`src/hw/rtl/ptu_pkg.sv`:
```
// Package: shared types and constants for the particle table update block.
`timescale 1ns / 1ps
`default_nettype none
package ptu_pkg;
  localparam int unsigned VEC_W   = 48;
  localparam int unsigned COLOR_W = 32;
  localparam int unsigned LIFE_W  = 16;
  localparam int unsigned IDX_W   = 6;

  localparam logic KIND_ADD  = 1'b0;
  localparam logic KIND_TICK = 1'b1;

  typedef struct packed {
    logic                 kind;
    logic [LIFE_W-1:0]    life;
    logic [VEC_W-1:0]     start_position;
    logic [VEC_W-1:0]     start_velocity;
    logic [VEC_W-1:0]     acceleration;
    logic [VEC_W-1:0]     scale_begin;
    logic [VEC_W-1:0]     scale_final;
    logic [COLOR_W-1:0]   color_begin;
    logic [COLOR_W-1:0]   color_final;
    logic                 parent_present;
    logic [VEC_W-1:0]     parent_offset;
  } in_item_t;

  typedef struct packed {
    logic [IDX_W-1:0]   order_index;
    logic [VEC_W-1:0]   world_position;
    logic [VEC_W-1:0]   current_scale;
    logic [COLOR_W-1:0] current_color;
    logic               last;
  } out_item_t;

  // Lane-wise wrapping add of three Q8.8 components.
  function automatic logic [VEC_W-1:0] vec_add(input logic [VEC_W-1:0] a,
                                               input logic [VEC_W-1:0] b);
    logic [VEC_W-1:0] r;
    r = '0;
    for (int k = 0; k < 3; k++) begin
      r[k*16 +: 16] = a[k*16 +: 16] + b[k*16 +: 16];
    end
    return r;
  endfunction
endpackage
`default_nettype wire

```
`src/hw/rtl/ptu_if.sv`:
```
// Interfaces: valid/ready request channels for items and results.
`timescale 1ns / 1ps
`default_nettype none
interface ptu_in_if;
  logic               valid;
  logic               ready;
  ptu_pkg::in_item_t  data;
  modport source (output valid, output data, input ready);
  modport sink   (input valid, input data, output ready);
endinterface

`default_nettype wire

```
`src/hw/rtl/ptu_front.sv`:
```
// Front end: accept requests and queue them for the back end.
`timescale 1ns / 1ps
`default_nettype none
module ptu_front (
  input  wire logic        clk,
  input  wire logic        rst_n,
  ptu_in_if.sink           in_ch,
  output ptu_pkg::in_item_t q_data,
  output logic             q_valid,
  input  wire logic        q_pop
);
  // Two-entry queue
  ptu_pkg::in_item_t mem_r [2];
  logic       wp_r, rp_r;
  logic [1:0] cnt_r;
  logic       push;

  assign in_ch.ready = (cnt_r != 2'd2);
  assign push        = in_ch.valid && in_ch.ready;
  assign q_valid     = (cnt_r != 2'd0);
  assign q_data      = mem_r[rp_r];

  always_ff @(posedge clk) begin
    if (push) mem_r[wp_r] <= in_ch.data;
  end

  always_ff @(posedge clk) begin
    if (!rst_n) begin
      wp_r <= 1'b0; rp_r <= 1'b0; cnt_r <= 2'd0;
    end else begin
      if (push) wp_r <= ~wp_r;
      if (q_pop) rp_r <= ~rp_r;
      cnt_r <= cnt_r + {1'b0, push} - {1'b0, q_pop};
    end
  end

  a_no_overflow: assert property (@(posedge clk) disable iff (!rst_n)
    cnt_r != 2'd3) else $error("queue count out of range");
  a_pop_valid: assert property (@(posedge clk) disable iff (!rst_n)
    q_pop |-> q_valid) else $error("pop from empty queue");
  a_full_stall: assert property (@(posedge clk) disable iff (!rst_n)
    (cnt_r == 2'd2) |-> !in_ch.ready) else $error("ready while full");
endmodule
`default_nettype wire

```
`src/flat_wrapper.sv`:
```
// flat-port wrapper written by rule: the top's interface ports become plain ports
module ptu_front_flat 
  (clk, rst_n, q_data, q_valid, q_pop, in_ch_valid, in_ch_data, in_ch_ready);
  ptu_in_if in_ch_i ();
  input  wire logic clk;
  input  wire logic rst_n;
  output ptu_pkg::in_item_t q_data;
  output logic q_valid;
  input  wire logic q_pop;
  input wire logic [$bits(in_ch_i.valid)-1:0] in_ch_valid;
  input wire logic [$bits(in_ch_i.data)-1:0] in_ch_data;
  output wire logic [$bits(in_ch_i.ready)-1:0] in_ch_ready;
  assign in_ch_i.valid = in_ch_valid;
  assign in_ch_i.data = in_ch_data;
  assign in_ch_ready = in_ch_i.ready;
  ptu_front u_core (.clk(clk), .rst_n(rst_n), .in_ch(in_ch_i), .q_data(q_data), .q_valid(q_valid), .q_pop(q_pop));
endmodule
```
`config.mk`:
```
export PLATFORM = sky130hd
export DESIGN_NAME = ptu_front_flat
export DESIGN_NICKNAME = d
export VERILOG_FILES = /design/src/hw/rtl/ptu_pkg.sv /design/src/hw/rtl/ptu_if.sv /design/src/hw/rtl/ptu_front.sv /design/src/flat_wrapper.sv
export SDC_FILE = /design/constraint.sdc
export NUM_CORES = 1
export LEC_CHECK = 0
export BUFFER_PORTS_ARGS = -buffer_cell sky130_fd_sc_hd__buf_2
export CORE_ASPECT_RATIO = 0.5
export CORE_MARGIN = 2
export CORE_UTILIZATION = 25
export DETAILED_ROUTE_END_ITERATION = 10
export GPL_ROUTABILITY_DRIVEN = 0
export HOLD_SLACK_MARGIN = 0.12
export SETUP_SLACK_MARGIN = 0.3
export SLEW_MARGIN = 20
export SYNTH_ARGS = -nofsm -noshare
export SYNTH_HDL_FRONTEND = slang
export SYNTH_SLANG_ARGS = --single-unit
```
`constraint.sdc`:
```
create_clock -name clk -period 12 [get_ports clk]
set_input_delay 1.8 -clock clk [delete_from_list [all_inputs] [get_ports clk]]
set_output_delay 1.8 -clock clk [all_outputs]
set_load 0.01 [all_outputs]
```
==> results of run 1 <==
==> critical path, stage by stage (launching register included) <==
cell and delay, ps:
dfxtp_4 350, buf_12 480, buf_12 690, buf_4 880, mux2_2 420, buf_2 140
==> where the power goes <==
group | internal (mW) | switching (mW) | leakage, nW | total, mW
sequential | 3.10 | 0.0482 | 6.93 | 3.15
clock | 1.33 | 1.01 | 1.17 | 2.34
combinational | 0.396 | 0.468 | 5.59 | 0.864
==> logic make-up after synthesis <==
logic type               Yosys count
AO/OA/AOI/OAI                      4
flip-flops                       745
adder cells (fa/ha/maj)            1
buffers and inverters             43
AND/OR/NAND/NOR                   11
XOR/XNOR                           1
multiplexers                     372
==> per-layer routing <==
| layer | track usage | vias to the layer above |
|---|---|---|
| li1 | - | 6315 |
| met1 | 0.145 | 7427 |
| met2 | 0.231 | 348 |
| met3 | 0.0269 | 117 |
| met4 | 0.0398 | 4 |
| met5 | 0 | - |
==> worst paths after layout <==
kind,startpoint,end,slack (ps),cells after the start
worst max register to register,u_core.cnt_r[0],u_core.mem_r[0][178],8390,5
worst min register to register,u_core.rp_r,flop,570,2
worst max-delay path,flop,q_data[56],6230,5
worst min-delay path,u_core.rp_r,flop,570,2
==> layout make-up <==
class                           count  area [sq um]
Antenna cell                       11          27.5
Clock inverter                     42           407
Timing Repair Buffer              757          3870
Inverter                            2          15.0
Fill cell                       10900         76400
Tap cell                         1513          1890
Multi-Input combinational cell    389          5430
Clock buffer                       89          2000
Sequential cell                   745         22300
==> through the flow <==
stage | hold WS [ps] | instance area, sq um | worst slack [ps] | instances
final | 569 | 36000 | 6230 | 3548
after detailed placement | 557 | 33500 | 6950 | 3406
after global routing | 610 | 36000 | 6070 | 3544
after global placement | 559 | 33500 | 7030 | 3406
after CTS | 566 | 35900 | 6230 | 3537
after floorplan | 529 | 28300 | 968 | 1177
==> layout by cell type (no fill, tap or decap), types with 3 or more instances in the layout <==
cell and instances:
buf_2 745, edfxtp_1 740, mux2_4 300, clkbuf_16 77, mux2_2 70, clkinv_2 12
diode_2 11, clkbuf_1 9, clkinv_1 9, buf_4 8, bufinv_16 6, inv_6 5
clkinvlp_4 5, clkinv_4 4, buf_12 4, dfxtp_1 4, clkbuf_8 3
==> state kept, by name, indices dropped and copies added, names as in the netlist, named ones only <==
register and cells:
u_core.wp_r 1, u_core.mem_r 740, u_core.cnt_r 2, u_core.rp_r 1
==> results.md, run 1 <==
- I/O pin cnt: 746
- Count of different cell masters after synthesis: 22
- Worst min-delay path class: flop to flop
- CTS Root Cell: clkbuf_16
- Post-synth EDFFs: 740
- CTS Buffer Depth: 3
- Share of layout cells above drive strength 1: 0.615
- Post-Syn Area: 28,300 sq um
- Die Ht: 242 microns
- Skew-Pair Late Insertion Delay: 630 ps
- Met2 WL: 41,800 microns
- Post-CTS resize count: 0
- Post-route ant nets: 0
- Power Density: 177 nW/um^2
- Multiplexer share of the synthesized area: 0.188
- Main combinational cell family by area after synthesis: multiplexers
- Hold-fix buffers at CTS: 0
- Width of the die: 479 microns
- CTS Buf Count: 73
- Worst Setup Start Kind: flop
- Tot GR Track Use: 0.126
- Core Footprint: 112,000 sq um
- Mean routed wirelength per cell: 21.5 microns
- Final Util: 0.320
- Pin count of the biggest net entering global routing: 144
- Vias in the first global route: 14,500
- Synthesized flop and latch total: 745
- Main area contributors after synthesis: edfxtp_1 79%, mux2_4 16%, mux2_2 2.8%
- Post-Synth Simple-Gate Area: 0.00230
- Largest area contributor in the synthesized netlist: edfxtp_1
- Via/cell ratio: 4.01
- WL met3: 3170 microns
- Syn avg cell area: 24.0 sq um
- Final setup skew: 15.7 ps
- Syn Inst Count: 1,177
- Max-cap violations: 0
- VDD IR max: 0.119 mV
- # rows: 87
- RSZ-0062 raised after global routing: false
- Syn nets: 1,552
- IO Port Bufs: 745
- Die ar.: 116,000 sq um
- Initial Util: 0.251
- Slew of the pin with the lowest slew margin: 1070 ps
- Post-synth top area share: 0.787
- Worst EP arrival: 3970 ps
- Top sig layer: met5
- Clock sinks: 745
- Design Power: 6.35 mW
- Setup TNS: 0 ps
- Area Overhead vs Synth: 27.3%
- Final setup fails: 0
- DP Wirelength: 55,000 microns
- Max-slew violations: 0
- Total wire length: 76,300 microns
- GRT Residual Overflow: 0
- Complex-gate fraction of the synthesized area: 0.00106
- Fin nets: 2,343
- Asr flop ratio synth: 0
- F_max: 173 MHz
- DRC: 0
- Post-CTS Setup Inserts: 0
- Relative slew slack: 0.287
- WL met1: 29,400 microns
- Depth of the CTS H-tree: 3
- CTS tree: done
- Post-synthesis xor/xnor area fraction: 0.000310
- Global-route wire length before repair: 105,000 microns
- Iteration count of the initial detailed-routing pass: 4
- DRT iter0 DRCs: 1,036
- Critical path class: flop to output port
- Leak: 13.7 nW
- Top-count cell post-synth: edfxtp_1
- Via count: 14,200
- Final Hold Fails: 0
- WP data required: 10,200 ps
- Min Tclk post-route: 5770 ps
- Synth top cells by count: 740 x edfxtp_1, 300 x mux2_4, 70 x mux2_2
- Ys Warns: 0
- Synth Area in Adders: 0.000443
- Final worst path period share: 0.481
- Sequential share of the synthesized area: 0.790
- Top FF cell, synth: edfxtp_1
- Antenna violations before repair: 26
- Crit-path max FO: 118
- Clk pin slew, worst setup/hold paths: 60 ps
- Setup crit end kind: output port
- Status: finished, final reports clean
Note: power is estimated with default switching activity, not from simulation.
==> run 2: changes to the inputs <==
==> constraint.sdc (replaced) <==
create_clock -name clk -period 4.75 [get_ports clk]
set_input_delay 0.7125 -clock clk [delete_from_list [all_inputs] [get_ports clk]]
set_output_delay 0.7125 -clock clk [all_outputs]
set_load 0.01 [all_outputs]
==> run 2 against run 1 <==
Clock power rose by 150%. Die area is the same. Combinational power grew to 2.5 times the previous value. Clock skew hardly changed. Highest routed layer unchanged.
==> results.md, run 2 (synthesized netlist as in run 1, its figures left out) <==
- WL met1: 28,000 microns
- Setup WS pre-CTS: 1710 ps
- IO Port Bufs: 745
- Area Overhead vs Synth: 27.7%
- Via/cell ratio: 3.98
- Most frequent cells in the layout: 745 x buf_2, 740 x edfxtp_1, 300 x mux2_4
- Post-CTS Setup Inserts: 0
- Clock sinks: 745
- Setup TNS: 0 ps
- Vias in the first global route: 14,800
- Final setup skew: 15.3 ps
- Top flop regs: u_core.mem_r (740), u_core.cnt_r (2)
- Setup WS post-layout: 1220 ps
- Design Power: 15.9 mW
- Core Footprint: 112,000 sq um
- Via count: 14,200
- Post-route cell area: 36,100 sq um
- # rows: 87
- Worst EP arrival: 2820 ps
- Pin count of the biggest net entering global routing: 153
- GRT Residual Overflow: 0
- Max incr delay on CP: 950 ps
- Initial Util: 0.251
- WL met3: 3650 microns
- Mean routed wirelength per cell: 21.1 microns
- Width of the die: 479 microns
- WP data required: 4040 ps
- FF-to-FF setup slack: 1930 ps
- Max reg flops: 740
- Worst hold slack: 250 ps
- Most common cell after layout, fill and taps aside: buf_2
- Final Hold Fails: 0
- Placed insts: 3,422
- Critical R2R Capture: u_core.mem_r[0][182]
- Min Tclk post-route: 3530 ps
- Worst min-delay path endpoint: u_core.mem_r[1][270]
- Max-slew violations: 0
- Crit-path max FO: 43
- DRT iter0 DRCs: 856
- Antenna violations before repair: 46
- Top sig layer: met5
- Met2 WL: 40,500 microns
- Fin nets: 2,358
- CTS Buf Count: 72
- Area of the multi-input gates: 5430 sq um
- Setup crit end kind: output port
- Global-route wire length before repair: 104,000 microns
- CP Cell Sequence: buf_4, mux2_4, buf_2
- Hold_sp: in_ch_data[270]
- RSZ-0062 raised after global routing: false
- Status: finished, final reports clean
- Reg2Reg Depth: 5
- Critical path class: flop to output port
- Hold Path Depth: 1
- Filler-free cell count of the finished design: 3,575
- CTS Buffer Depth: 3
- Tot GR Track Use: 0.126
- VDD IR max: 0.219 mV
- FF+latch area: 22,300 sq um
- Post-route ant nets: 0
- Max-cap violations: 0
- Slew of the pin with the lowest slew margin: 1170 ps
- Post-CTS resize count: 0
- Total wire length: 75,400 microns
- F_max: 283 MHz
- Hold-fix buffers at CTS: 0
- Die Ht: 242 microns
- DRC: 0
- Worst Setup Start Kind: flop
- CTS tree: done
- Register bank with the most flops: u_core.mem_r
- Final setup fails: 0
- Depth of the CTS H-tree: 3
- Share of layout cells above drive strength 1: 0.617
- Power Density: 440 nW/um^2
- Clk pin slew, worst setup/hold paths: 70 ps
- Worst min-delay path class: primary input to flop
- Final Util: 0.321
- I/O pin cnt: 746
- Iteration count of the initial detailed-routing pass: 4
- Filler cells: 10,900
- Relative slew slack: 0.217
- Slowest cell on crit path: dfxtp_4
- R2r startpoint: u_core.cnt_r[0]
- Skew-Pair Late Insertion Delay: 640 ps
- Leak: 13.7 nW
- Area of placed instances: 33,700 sq um
- CTS Root Cell: clkbuf_16
- Die ar.: 116,000 sq um
- DP Wirelength: 54,700 microns
- Final worst path period share: 0.743
-- run 2: changes by cell type in the layout (fill, tap and decap cells not counted), moves of 3 or more --
| cell | before | now |
|---|---|---|
| buf_12 | 4 | 8 |
| buf_4 | 8 | 20 |
| clkbuf_16 | 77 | 73 |
| clkbuf_8 | 3 | 0 |
| clkinv_1 | 9 | 12 |
| diode_2 | 11 | 20 |
| inv_6 | 5 | 10 |
-- run 2: where the power goes --
part           internal, mW  total [mW]  switching, mW
Sequential             7.83        7.96          0.134
Clock                  3.15        5.75           2.60
Combinational          1.01        2.17           1.16
-- run 2: layer usage --
layer	GRT usage	up-vias
met5	0.00613	-
met4	0.0636	20
met3	0.0366	175
met2	0.223	353
met1	0.136	7315
li1	-	6378
-- run 2: cell type report --
class	count	share of cell area
Antenna cell	20	0.00139
Clock inverter	51	0.0130
Multi-Input combinational cell	389	0.151
Sequential cell	745	0.619
Timing Repair Buffer	773	0.112
Inverter	2	0.000312
Clock buffer	82	0.0516
Tap cell	1513	0.0525
-- run 2: worst max path at each step --
stage	end	depth (start not counted)	slack, ps	from
3_5_place_dp	u_core.mem_r[0][180]	5	1710	in_ch_valid
6_report	q_data[160]	3	1220	flop
5_1_grt	q_data[160]	3	1090	flop
3_3_place_gp	u_core.mem_r[0][180]	5	1730	in_ch_valid
2_1_floorplan	u_core.mem_r[0][0]	2	-2030	in_ch_valid
4_1_cts	q_data[160]	3	1110	flop
-- run 2: worst max-delay path: cells and delay by family, from the launching register on --
kind,cells,cell delay [ps]
flip-flops,1,950
buffers and inverters,2,780
multiplexers,1,350
